==> src/hw/rtl/pie_pkg.sv <==
package pie_pkg;

  localparam int CMD_DEPTH = 4;
  localparam int OUT_DEPTH = 4;

  typedef enum logic [1:0] {
    MODE_DIRECT  = 2'd0,
    MODE_PALETTE = 2'd1,
    MODE_NIBBLE  = 2'd2
  } pie_mode_t;

  localparam logic OPC_PALETTE_WRITE = 1'b0;
  localparam logic OPC_IMAGE         = 1'b1;

  typedef enum logic [1:0] {
    OP_WRITE  = 2'd0,
    OP_DIRECT = 2'd1,
    OP_INDEX  = 2'd2,
    OP_NIBBLE = 2'd3
  } pie_op_t;

  typedef struct packed {
    logic        opcode;
    logic [7:0]  palette_slot;
    logic [15:0] payload;
    logic        last_in;
  } pie_in_t;

  typedef struct packed {
    logic [15:0] pixel;
    logic        last_out;
  } pie_out_t;

  typedef struct packed {
    pie_op_t     op;
    logic [7:0]  addr;
    logic [15:0] data;
    logic        last;
  } pie_cmd_t;

endpackage

==> src/hw/rtl/pie_front.sv <==
module pie_front
  import pie_pkg::*;
#(
  parameter int PALETTE_DEPTH = 256
) (
  input  logic       clk,
  input  logic       rst,
  input  logic       cfg_valid,
  output logic       cfg_ready,
  input  logic [1:0] cfg_data,
  input  logic       take,
  input  pie_in_t    item,
  output logic       cmd_push,
  output pie_cmd_t   cmd
);

  pie_mode_t  mode;
  logic       keep;
  logic [7:0] byte_val;

  assign cfg_ready = 1'b1;
  assign byte_val  = item.payload[7:0];
  assign cmd_push  = take && keep;

  always_ff @(posedge clk) begin
    if (rst) begin
      mode <= MODE_DIRECT;
    end else if (cfg_valid) begin
      mode <= pie_mode_t'(cfg_data);
    end
  end

  always_comb begin
    keep      = 1'b1;
    cmd.op    = OP_DIRECT;
    cmd.addr  = byte_val;
    cmd.data  = item.payload;
    cmd.last  = item.last_in;
    if (item.opcode == OPC_PALETTE_WRITE) begin
      cmd.op   = OP_WRITE;
      cmd.addr = item.palette_slot;
      keep     = ({1'b0, item.palette_slot} < 9'(PALETTE_DEPTH));
    end else begin
      unique case (mode)
        MODE_DIRECT: begin
          cmd.op = OP_DIRECT;
        end
        MODE_PALETTE: begin
          if ({1'b0, byte_val} < 9'(PALETTE_DEPTH)) begin
            cmd.op = OP_INDEX;
          end else begin
            cmd.op   = OP_DIRECT;
            cmd.data = '0;
          end
        end
        MODE_NIBBLE: begin
          cmd.op = OP_NIBBLE;
        end
        default: begin
          keep = 1'b0;
        end
      endcase
    end
  end

endmodule

==> config.mk <==
export PLATFORM = sky130hd
export DESIGN_NAME = pie_front
export DESIGN_NICKNAME = d
export VERILOG_FILES = /design/src/hw/rtl/pie_pkg.sv /design/src/hw/rtl/pie_front.sv
export SDC_FILE = /design/constraint.sdc
export NUM_CORES = 1
export LEC_CHECK = 0
export BUFFER_PORTS_ARGS = -buffer_cell sky130_fd_sc_hd__buf_4
export CAP_MARGIN = 10
export CORE_UTILIZATION = 24
export DETAILED_ROUTE_END_ITERATION = 6
export PLACE_DENSITY = 0.72
export SKIP_CTS_REPAIR_TIMING = 1
export SYNTH_ARGS = -nofsm -noshare
export SYNTH_HDL_FRONTEND = slang
export SYNTH_SLANG_ARGS = --single-unit
==> constraint.sdc <==
create_clock -name clk -period 0.8 [get_ports clk]
set_input_delay 0.2 -clock clk [delete_from_list [all_inputs] [get_ports clk]]
set_output_delay 0.2 -clock clk [all_outputs]
set_load 0.02 [all_outputs]
# [Word level (Yosys, flattened, before mapping)]
# Index checks and enable logic that the tools add are counted.
[classes] eq_ne=2 n_reduce_logical=3 mux=5
[ops] operator="8-bit two-way mux" n=1
[ops] operator="2-bit one-hot mux with 2 select lines" n=1
[ops] operator="3-bit OR reduction" n=1
[ops] operator="2-bit by 1-bit equality test with 1-bit output, second input constant" n=1
[ops] operator="2-bit equality test, second input constant" n=1
[ops] operator="2-bit logical NOT" n=1
[ops] operator="1-bit two-way mux" n=2
[ops] operator="2-bit two-way mux" n=1
[ops] operator="1-bit logical AND" n=1
[totals] inputBits=32 reg_bits=2

# [Depth between registers and ports, before layout]
[depth] word_depth=5 depth_mapped=3 ltp_nobuf=3

# [Least setup slack after synthesis]
# No wires, ideal clock.
[synth_path] path_kind="register to output" from="register mode[0]" to="output cmd_push" stages_incl_launch_ff=3 t_arrival_ns=0.999 setup_slack_ns=-0.399 path_cell_list="dfxtp_1 ha_1 a21boi_0"
[synth_via] elab_chain_cells=5 word_cells_on_any_way=7 cone_classes="2 x eq/ne; 2 x mux; 3 x reduce/logical"
[synth_lines] item="start, declared" line="pie_front.sv:17" source="pie_mode_t mode;"
[synth_lines] item="start signal, assigned" line="pie_front.sv:29" source="mode <= pie_mode_t'(cfg_data);"
[synth_lines] item="2-bit by 1-bit equality test with 1-bit output (tied with other cells)" line="pie_front.sv:44" source="unique case (mode)"
[synth_lines] item="3-bit OR reduction (no line) *"
[synth_lines] item="1-bit two-way mux *" line="pie_front.sv:44"
[synth_lines] item="1-bit two-way mux *" line="pie_front.sv:39" source="if (item.opcode == OPC_PALETTE_WRITE) begin"
[synth_lines] item="1-bit logical AND *" line="pie_front.sv:23" source="assign cmd_push = take && keep;"
[synth_lines] item="end, declared" line="pie_front.sv:13" source="output logic cmd_push,"
# Every way passes the cells marked *; elsewhere a longest branch is shown, timed or not.

==> results.md <==
- Hold/Removal Path Class: in2reg
- Power per Cell Area: 1090 mW/mm2
- RSZ-0062 raised after global routing: true
- Crit. Startpoint: mode[1]
- CP Max Fanout: 3
- Starting Density: 25.4%
- Startpoint Class: flop
- Total CTS buffers: 3
- CP required: 0.60 ns
- Initial antenna violation count: 0
- Final Total Pwr: 0.769 mW
- DR vias/cell: 4.12
- Failing checks: setup timing
- Final #Nets: 103
- Final WL: 833 um
- Clock period minus worst slack: 1.23 ns
- Status: finished, violations left
- Worst r2r src: mode[0]
- Yosys Warn Count: 0
- Synth top area cells: buf_4, mux2_4, dfxtp_1
- Synth top cells by count: buf_4, mux2_4
- Synth Area per Inst: 9.57 um2
- Register-to-Register Setup Slack: 0.19 ns
- Fin Hold WS: 0.132 ns
- First-pass GRT wire length: 1180 um
- Gr usage total: 8.90%
- Placed cells: 80
- Mapped cell area: 383 um2
- Yosys reg bits: 2
- GP Congestion: 0.629
- Die Ht: 41.9 um
- I/O Buffers: 41
- Final instance area: 703 um2
- Largest net degree at the start of global routing: 10
- Vias in the first global route: 318
- P_leak: 0.381 nW
- Fill cells: 146
- Max-cap violation count: 0
- Dpl ws: -0.274 ns
- Row count: 14
- Synth unique cells: 12
- Seq/Total Area, Yosys: 10.5%
- Cell taking the most area after synthesis: buf_4
- Yosys top cell area share: 35.3%
- Iteration-0 DRC Markers: 1
- Full die area: 0.00176 mm2
- Fmax: 811 MHz
- Num ports: 61
- Reg clk slew, reported paths: 0.03 ns
- Most frequent cell after synthesis: buf_4
- CTS tree: yes
- Share of layout cells above drive strength 1: 92.5%
- Fin cells: 83
- Synth-to-Final Area Change: 83.7%
- Vias: 342
- Core area: 0.00151 mm2
- # DRC: 0
- Worst setup EP type: primary output
- Crit Path Class: reg2out
- Synthesized instance count: 40
- Final setup margin: -0.433 ns
- Clk Latency, worst-skew pair: 0.22 ns
- Min-Delay Startpoint: rst
- Top flop regs: mode (2)
- Number of flip-flops in the largest register: 2
- Max IR drop VDD: 769 uV
- Root Buffer: clkbuf_4
- Synthesized Nets: 74
- Clk_skew: 0 ns
- H-tree depth: 1
- Biggest register: mode
- DIE WIDTH: 41.9 um
- Final Cycle Share: 154%
- Clk sinks: 2
- Routed WL per cell: 10.0 um
- Post-place instance area: 623 um2
- Final setup fails: 11
- TNS Setup: -2.39 ns
- Crit path DAT: 1.03 ns
- Core Util, Final: 46.7%
- Fin. Hold Viols: 0
- Antenna cell count: 0
- Clock Path Buffers: 2
- Primary FF master, synth: dfxtp_1
- First drt pass iteration count: 2
- ANT nets after route: 0
- Max Slew Vio Count: 0
- Fraction of registers with async set/reset: 0%
- Grt ovf: 0
- Number of enable flip-flop cells after synthesis: 0
critical path: stages, from the launching register on:
cell     delay, ns
dfxtp_2       0.34
inv_2         0.05
ha_4          0.21
nor2b_4       0.10
buf_6         0.11
cell type report:
cell class,count,area [um2],area share [%]
Multi-Input combinational cell,18,238,33.8
Sequential cell,2,42.5,6.05
Clock buffer,3,22.5,3.20
Inverter,1,3.75,0.534
Tap cell,16,20.0,2.85
Timing Repair Buffer,43,377,53.6
report_power, final:
part / internal, mW / leakage, nW / total (mW) / switching [mW]
clock network: 0.165 / 0.0138 / 0.223 / 0.0579
logic: 0.261 / 0.350 / 0.431 / 0.170
registers: 0.108 / 0.0172 / 0.115 / 0.00687
total: 0.534 / 0.381 / 0.769 / 0.235
cells by family after synthesis:
group                    share of synthesized area [%]
AND/OR/NAND/NOR                                   5.23
buffers and inverters                             39.2
multiplexers                                      35.6
other                                            0.979
adder cells (fa/ha/maj)                           6.53
AO/OA/AOI/OAI                                     1.96
flip-flops                                        10.5
cells in the final DEF (no fill, tap or decap):
cell type	instances
a21boi_4	1
buf_12	1
buf_4	31
buf_6	11
clkbuf_4	3
conb_1	1
dfxtp_2	2
ha_2	1
ha_4	1
inv_2	1
mux2_4	8
mux2i_1	2
nor2_1	2
nor2b_4	2
path summary, 6_finish.rpt:
kind,end,cells past startpoint
setup / recovery,cmd[26],4
hold / removal,mode[1],2
setup reg to reg,mode[0],2
hold reg to reg,mode[1],2
routing by layer:
metal	wire length [um]	global-route usage, %	vias to the layer above
li1	-	-	164
met1	235	6.10	139
met2	406	14.7	39
met3	191	7.39	0
met4	0	7.74	0
met5	0	0	-
Note: power is estimated with default switching activity, not from simulation.
