**config.mk**
```make
export PLATFORM = sky130hd
export DESIGN_NAME = pie_queue
export DESIGN_NICKNAME = d
export VERILOG_FILES = /design/src/hw/rtl/pie_queue.sv
export SDC_FILE = /design/constraint.sdc
export NUM_CORES = 1
export LEC_CHECK = 0
export BUFFER_PORTS_ARGS = -buffer_cell sky130_fd_sc_hd__buf_2
export CORE_ASPECT_RATIO = 0.75
export CORE_MARGIN = 2
export CORE_UTILIZATION = 59
export CTS_CLUSTER_DIAMETER = 80
export DETAILED_ROUTE_END_ITERATION = 7
export PLACE_DENSITY_LB_ADDON = 0.3
export RECOVER_POWER = 50
export SETUP_SLACK_MARGIN = 0.1
export SLEW_MARGIN = 20
export SYNTH_ARGS = -nofsm -noshare
export SYNTH_HDL_FRONTEND = slang
export SYNTH_SLANG_ARGS = --single-unit
```
**constraint.sdc**
```tcl
create_clock -name clk -period 3.9 [get_ports clk]
set_input_delay 0.195 -clock clk [delete_from_list [all_inputs] [get_ports clk]]
set_output_delay 0.195 -clock clk [all_outputs]
set_load 0.005 [all_outputs]
```
**src/hw/rtl/pie_queue.sv**
```systemverilog
module pie_queue #(
  parameter int DEPTH = 4,
  parameter int WIDTH = 8
) (
  input  logic                       clk,
  input  logic                       rst,
  input  logic                       wr_en,
  input  logic [WIDTH-1:0]           wr_data,
  input  logic                       rd_en,
  output logic [WIDTH-1:0]           rd_data,
  output logic                       empty,
  output logic                       full,
  output logic [$clog2(DEPTH+1)-1:0] count
);

  localparam int PW = (DEPTH > 1) ? $clog2(DEPTH) : 1;
  localparam int CW = $clog2(DEPTH + 1);

  logic [WIDTH-1:0] slots [DEPTH];
  logic [PW-1:0]    wr_ptr;
  logic [PW-1:0]    rd_ptr;
  logic             do_wr;
  logic             do_rd;

  assign empty   = (count == '0);
  assign full    = (count == CW'(DEPTH));
  assign do_wr   = wr_en && !full;
  assign do_rd   = rd_en && !empty;
  assign rd_data = slots[rd_ptr];

  always_ff @(posedge clk) begin
    if (do_wr) begin
      slots[wr_ptr] <= wr_data;
    end
  end

  always_ff @(posedge clk) begin
    if (rst) begin
      wr_ptr <= '0;
      rd_ptr <= '0;
      count  <= '0;
    end else begin
      if (do_wr) begin
        wr_ptr <= (wr_ptr == PW'(DEPTH - 1)) ? '0 : wr_ptr + 1'b1;
      end
      if (do_rd) begin
        rd_ptr <= (rd_ptr == PW'(DEPTH - 1)) ? '0 : rd_ptr + 1'b1;
      end
      if (do_wr && !do_rd) begin
        count <= count + 1'b1;
      end else if (do_rd && !do_wr) begin
        count <= count - 1'b1;
      end
    end
  end

endmodule

```
* Word-level counts from Yosys, hierarchy flattened
Memory sizes are Yosys's and may differ from the RTL's. A register that Yosys moved wholly into a read port is not among the register bits. Cells that the tools add are included.
Word-level totals: memory bits (writable) 32, word-level logic and storage cells 29, memories 1, bits of input ports 12, register bits after elaboration 7, output and inout bits 13
Memories:
- slots | words 4, bits a word 8, rd ports 1, clocked after Yosys merged registers in 1, write ports 1, RTL line 19 | logic [WIDTH-1:0] slots [DEPTH];
Operators by class: multiplexer cells 8, add/subtract/negate cells 4, reductions and logical operators 10, eq/ne operators 3
Operator list (number):
- two-way mux 2 bit | 4
- two-way mux 3 bit | 2
- adder 2 x 1 -> 2 bit (second input constant) | 2
- equality test 2 bit (second input constant) | 2
- logical AND 1 bit | 4
- logical NOT 1 bit | 4
- adder 3 x 1 -> 3 bit (second input constant) | 1
- equality test 3 bit (second input constant) | 1
- logical NOT 3 bit | 1
- subtractor 3 x 1 -> 3 bit (second input constant) | 1
- two-way mux 1 bit | 2
- nonzero test 2 bit | 1

* Logic depth before layout (Yosys ltp)
Gate-level depths: netlist of run 1.
word-level depth 7, mapped depth 10, gate-level depth less buffers 9

* Least setup slack after synthesis of run 1
Ideal clock, no wire load.
path type reg2reg, from register count[0], to register count[2], required time 3830 ps, setup time 70 ps, cell stages (with the launch flop) 11, data arrival time 2017 ps, period minus slack after synthesis 2087 ps, slack 1813 ps, buffers on the path 1, cells stage by stage dfxtp_1 or3b_1 buf_6 clkinv_8 nor2_4 ha_1 inv_1 fa_1 xor2_1 or3_1 a21oi_1
On the way: longest elaborated chain between the ends 6, elaborated cells between the ends (all ways) 15, classes of those cells add/sub (2); eq/ne (1); mux (2); reduce/logical (10)
RTL lines:
- start: declaration | RTL line 13 | output logic [$clog2(DEPTH+1)-1:0] count
- start signal: assignment | RTL line 50 | count <= count + 1'b1;
- start signal: assignment | RTL line 52 | count <= count - 1'b1;
- equality test 3 bit * | RTL line 26 | assign full = (count == CW'(DEPTH));
- named net full | RTL line 12 | output logic full,
- logical NOT 1 bit * | RTL line 27 | assign do_wr = wr_en && !full;
- logical AND 1 bit * | RTL line 27
- named net do_wr | RTL line 22 | logic do_wr;
- logical NOT 1 bit | RTL line 51 | end else if (do_rd && !do_wr) begin
- logical AND 1 bit | RTL line 51
- nonzero test 2 bit (no source line)
The timed path passes the listed nets; every way through them passes the cells marked *. The select of a mux whose other input is x is not followed. A chain may end at the register's enable or synchronous reset.

* Final worst setup path of run 1
from register count[0], to register count[2]
On the way: longest elaborated chain between the ends 6, elaborated cells between the ends (all ways) 15, classes of those cells add/sub (2); eq/ne (1); mux (2); reduce/logical (10)
RTL lines (RTL line):
- equality test 3 bit * | 26
- logical NOT 1 bit * | 27
- logical AND 1 bit * | 27
- named net do_wr | 22
- logical NOT 1 bit | 51
- logical AND 1 bit | 51
- nonzero test 2 bit (no source line)
Marks and branches as above.

==> results.cfg, run 1 <==
[logic_synthesis]
syn-num-nets = 111
ys_seq_area_frac = 0.684
yosysTopAreaCellShare = 0.576
synth_cell_type_count = 27
netlist_top_cells_area = edfxtp_1 (58%), dfxtp_1 (11%), mux4_2 (11%)
postSynthAreaPerCell_um2 = 18.1
synth_top_area_cell = edfxtp_1
yosys_register_bits = 41
ys.warnings.count = 0
synth_cells = 92
synth_area_mm2 = 0.00167

[sta]
tns_ns = 0
finalClockSkew_ns = 0.00487
rsz0062_at_grt = no
setup_violations_final = 0
timing.max_slew.rel_slack = 0.557
layout_min_cycle_time_ns = 2.41
timing.final.max_slew_violations = 0
timing_hold_violations_final = 0
layout_setup_ws_ns = 1.49
maxClockFrequency_mhz = 415
max_slew.worst_pin.slew_ns = 0.659
fin_crit_sh = 0.618

[cts]
cts.root.buffer_cell = clkbuf_8
clk_transition_reported_paths_ns = 0.07
tritoncts = done
ctsResizeCount = 0
cts_inserted_buffers = 5
ctsHtreeMaxLevel = 2
clock_insertion_delay_worst_skew_ns = 0.28
clock-sinks = 41
cts_hold_buf = 0
postCtsSetupRepairBufs = 0
clock_tree.buffer_depth = 2

[setup_path]
end_kind = register
critical_path_required_ns = 4.12
worstRegToRegCells = 9
rr_startpoint = count[0]
arrival_ns = 2.63
path_max_fanout = 7
crit_path_start_kind = register
r2r-end = count[2]
worstSetupPathType = register to register
rrSetupSlack_ns = 1.49

[placement]
dp.final_hpwl_um = 1970
dp.cells = 148
pre_cts_ws_ns = 1.59
place_congestion = 0.771
placed_area_mm2 = 0.00181
port-buffer-count = 24

[min_path]
min_path_type = input pin to register
min_delay_worst_endpoint = slots[3][7]
holdPathStages = 1
hp-start = wr_data[7]

[layout]
antennaDiodeCount = 0
final.fill_count = 188
nets = 138
final_layout_size_suffix_gt1_frac = 0.283
synth_to_layout_area_growth_pct = 13.0
final_cell_area_mm2 = 0.00189
post_layout_nonfiller_instances = 156

[die]
io_pins = 25
initial_core_util = 0.632
core_area_mm2 = 0.00264
fp.dieW_um = 65.4
fp-row-count = 16
fp.dieH_um = 50.1
die-area_mm2 = 0.00327

[power]
power.ir.vdd_worst_mv = 0.422
power_per_cell_area_mw_per_mm2 = 624
p_leak_nw = 0.695
power_mw = 1.18

[global_route]
grt_antenna_before_repair = 0
gr-usage-all-layers = 0.199
grt_max_degree = 14
first_global_vias = 869
gr-total-overflow = 0
grt_pass1_wl_um = 4350

[drt]
drt-initial-drc-count = 53
detailedRoute.firstPassIterationCount = 4
routed_wl_um = 2740
route.detailed.vias_per_inst = 5.56
dr_total_vias = 868
drt-wirelength-per-cell_um = 17.6
drt.antenna.violating_nets = 0
remaining_drc_errors = 0

[flow_run]
max_cap_violations = 0

[outcome]
run_status = complete, no violations
==> metrics by stage <==
stage / util / hold slack [ns]
after floorplan: - / 0.294
after global placement: 0.685 / 0.408
after detailed placement: 0.685 / 0.419
after CTS: 0.726 / 0.113
after global routing: 0.714 / 0.172
final: 0.714 / 0.174
==> worst max-delay path by stage <==
stage / startpoint / end / slack [ns] / cells past startpoint
after floorplan: count[0] / count[2] / 1.81 / 10
final: count[0] / count[2] / 1.49 / 9
after global placement: count[0] / count[2] / 1.67 / 9
after detailed placement: count[0] / count[2] / 1.59 / 9
after CTS: count[0] / count[2] / 1.56 / 9
after global routing: count[0] / count[2] / 1.23 / 7
==> cells by family (layout without fill, tap and decap cells) <==
family	Yosys count	in the layout	synth area share
AOI/OAI and AO/OA	7	7	0.0322
xor gates and xnor gates	2	2	0.0105
adders and majority gates	7	7	0.0570
buffers and inverters	9	37	0.0412
DFF	41	41	0.684
muxes	10	10	0.120
and+or+nand+nor	16	16	0.0555
==> state kept, by name, indices dropped and copies added, names as in the netlist, named ones only <==
register,count
count,3
slots,32
rd_ptr,2
wr_ptr,2
==> Yosys cell counts <==
| cell | instances |
|---|---|
| edfxtp_1 | 32 |
| nor3_1 | 2 |
| a21oi_1 | 2 |
| mux4_2 | 8 |
| o21ai_1 | 1 |
| clkbuf_1 | 1 |
| buf_6 | 1 |
| nor2_1 | 3 |
| a21oi_2 | 1 |
| or3_1 | 2 |
| mux2i_1 | 2 |
| fa_1 | 1 |
| xor2_1 | 2 |
| buf_2 | 1 |
| inv_1 | 3 |
| clkinv_8 | 1 |
| buf_1 | 1 |
| bufinv_8 | 1 |
| nand2_1 | 1 |
| nand3_1 | 2 |
| o31ai_2 | 2 |
| o21ai_0 | 1 |
| ha_1 | 6 |
| dfxtp_1 | 9 |
| or3b_1 | 1 |
| and3_1 | 4 |
| nor2_4 | 1 |
==> worst max-delay path: stages (launching register included) <==
cell and delay [ns]:
dfxtp_1 0.47, or3b_1 0.29, clkinvlp_2 0.23, nor2_4 0.13, ha_1 0.19, inv_1 0.06
fa_1 0.37, xor2_1 0.16, or3_1 0.31, a21oi_1 0.13
==> placed cells by master, fill, tap and decap left out, drive strengths merged, types with 3 or more instances in the layout <==
master	netlist	final
edfxtp	32	32
buf	3	15
clkbuf	1	15
dfxtp	9	9
mux4	8	8
ha	6	6
and3	4	4
nor2	4	4
inv	3	3
a21oi	3	3
==> cell type report <==
type | count | area (um2) | area share
repair buffers | 24 | 109 | 0.0577
inverters | 5 | 33.8 | 0.0179
multi-input cells | 42 | 449 | 0.238
clock buffers | 6 | 72.6 | 0.0385
clock inverters | 2 | 35.0 | 0.0186
well taps | 36 | 45.0 | 0.0239
flip-flops and latches | 41 | 1140 | 0.605
==> report_power, final <==
| part | switching [mW] | internal [mW] |
|---|---|---|
| Clock | 0.132 | 0.190 |
| Combinational | 0.125 | 0.142 |
| Sequential | 0.0552 | 0.533 |
==> layer usage <==
metal | up-vias | wire length (um) | GRT usage
met5 | - | 0 | 0
met4 | 0 | 40 | 0.0833
met3 | 4 | 114 | 0.0776
met2 | 22 | 1400 | 0.313
met1 | 437 | 1180 | 0.248
li1 | 405 | - | -
Power figures use the tool's default switching activity.
==> run 2, diff against run 1 <==
Settings changed: CORE_UTILIZATION 59 to 49.
Clock period 3.9 ns to 2 ns, I/O delays scaled along.
==> run 2 against run 1 <==
Against the previous run:
- sequential cell count stayed put
- non-clock buffer count up 8
- worst setup slack worse by 1.5 ns
- sequential power grew 88%
- register-to-register slack lost 1.5 ns
- final area up 4.3%
- clock power grew 58%
- die area up 19%
- sequential share of layout area shrank 2.1 points
- clock skew shrank 0.0014 ns
- largest power group unchanged
==> results.cfg, run 2 (synthesis results as in run 1) <==
[sta]
timing.final.max_slew_violations = 0
max_slew.worst_pin.slew_ns = 0.450
finalClockSkew_ns = 0.00343
rsz0062_at_grt = yes
setup_violations_final = 0
layout_min_cycle_time_ns = 1.98
maxClockFrequency_mhz = 505
fin_crit_sh = 0.991
timing_hold_violations_final = 0
timing.max_slew.rel_slack = 0.700
layout_setup_ws_ns = 0.0181

[die]
io_pins = 25
fp.dieH_um = 54.5
fp.dieW_um = 71.4
core_area_mm2 = 0.00327
initial_core_util = 0.511
die-area_mm2 = 0.00389
fp-row-count = 18

[drt]
detailedRoute.firstPassIterationCount = 4
drt.antenna.violating_nets = 0
drt-wirelength-per-cell_um = 15.6
drt-initial-drc-count = 41
remaining_drc_errors = 0
dr_total_vias = 882
routed_wl_um = 2630
route.detailed.vias_per_inst = 5.25

[setup_path]
path_max_fanout = 3
worstPathCellList = or3b_4 > clkinv_8 > nor2_4 > ha_2 > inv_2 > fa_2 > xor2_1 > or3_1 > a21oi_2
end_kind = register
worstSetupPathType = register to register
critical_path.slowest_cell = dfxtp_2
arrival_ns = 2.21
crit_path_start_kind = register
critical_path_required_ns = 2.22
max_stage_delay_ns = 0.33

[global_route]
grt_pass1_wl_um = 4060
gr-total-overflow = 0
first_global_vias = 871
gr-usage-all-layers = 0.151
grt_max_degree = 13
grt_antenna_before_repair = 0

[layout]
final.fill_count = 252
registers.top_by_ff_count = slots
most-common-layout-cells = edfxtp_1 (32), buf_2 (16), mux4_2 (8), clkbuf_1 (8), buf_4 (8)
multiInputGateArea_um2 = 470
post_layout_nonfiller_instances = 168
largest_register_ffs = 32
final_core_utilization = 0.602
final_layout_size_suffix_gt1_frac = 0.406
reg_top3 = slots (32), count (3)
synth_to_layout_area_growth_pct = 17.8
nets = 146
area.sequential_mm2 = 0.00115
antennaDiodeCount = 0
layout_commonest_cell = edfxtp_1

[power]
power_per_cell_area_mw_per_mm2 = 1160
power.ir.vdd_worst_mv = 0.582
p_leak_nw = 0.735

[placement]
port-buffer-count = 24
pre_cts_ws_ns = -0.0636
place_congestion = 0.756
dp.final_hpwl_um = 1750
dp.cells = 156

[cts]
cts.root.buffer_cell = clkbuf_8
clock_insertion_delay_worst_skew_ns = 0.29
clk_transition_reported_paths_ns = 0.07
cts_inserted_buffers = 5
ctsHtreeMaxLevel = 2
clock-sinks = 41
clock_tree.buffer_depth = 2
tritoncts = done

[flow_run]
max_cap_violations = 0

[outcome]
run_status = complete, no violations

[min_path]
min_path_type = input pin to register
[run 2: cell count changes in the layout (fill, tap and decap cells not counted), moves of 2 or more]
cell	before	now
buf_4	0	8
dfxtp_1	9	6
clkbuf_1	10	8
clkinv_1	0	2
dfxtp_4	0	2
o31ai_1	2	0
o31ai_2	0	2
[run 2: critical path: cells and delay by family, from the launching register on]
| family | cells | cell delay [ns] |
|---|---|---|
| and+or+nand+nor | 3 | 0.69 |
| adders and majority gates | 2 | 0.51 |
| DFF | 1 | 0.33 |
| xor gates and xnor gates | 1 | 0.15 |
| AOI/OAI and AO/OA | 1 | 0.12 |
| buffers and inverters | 2 | 0.10 |
[run 2: cell type report]
cell class                 instances  area share
sequential                        41       0.585
multi-input combinational         42       0.239
timing repair buffer              32      0.0865
clock buffer                       5      0.0350
tap                               40      0.0254
inverter                           5      0.0229
clock inverter                     3     0.00636
[run 2: report_power, final]
| part | switching [mW] | internal [mW] |
|---|---|---|
| registers | 0.0633 | 1.05 |
| logic | 0.308 | 0.360 |
| clock network | 0.271 | 0.235 |
[run 2: metal layers]
metal	GRT usage	routed length [um]	share of wire
met2	0.244	1330	0.50
met4	0.0912	53	0.020
met5	0	0	0
met1	0.175	1130	0.43
met3	0.0571	113	0.043
[run 2: metrics by stage]
| stage | cell area (um2) | TNS, ns | power, mW | hold WS [ns] |
|---|---|---|---|---|
| 5_1_grt | 1970 | -0.0630 | 2.41 | 0.0756 |
| 6_report | 1970 | 0 | 2.29 | 0.0609 |
| 3_3_place_gp | 1860 | 0 | 1.73 | 0.311 |
| 3_5_place_dp | 1860 | -0.0636 | 1.75 | 0.319 |
| 4_1_cts | 1960 | 0 | 2.27 | 0.0112 |
| 2_1_floorplan | 1680 | 0 | 1.54 | 0.199 |
[run 2: final timing paths]
kind	startpoint	end	slack, ns	depth (start not counted)
setup reg to reg	count[2]	count[2]	0.02	9
setup / recovery	count[2]	count[2]	0.02	9
hold / removal	wr_data[0]	slots[0][0]	0.06	1
hold reg to reg	rd_ptr[0]	register	0.50	2
[run 2: timing repair]
action	4_1_cts	5_1_grt
gates resized for setup	1	2
setup buffers	2	2
gates cloned	0	0
pin swaps	0	2
hold buffers	0	0
endpoints found under the setup margin	2	2
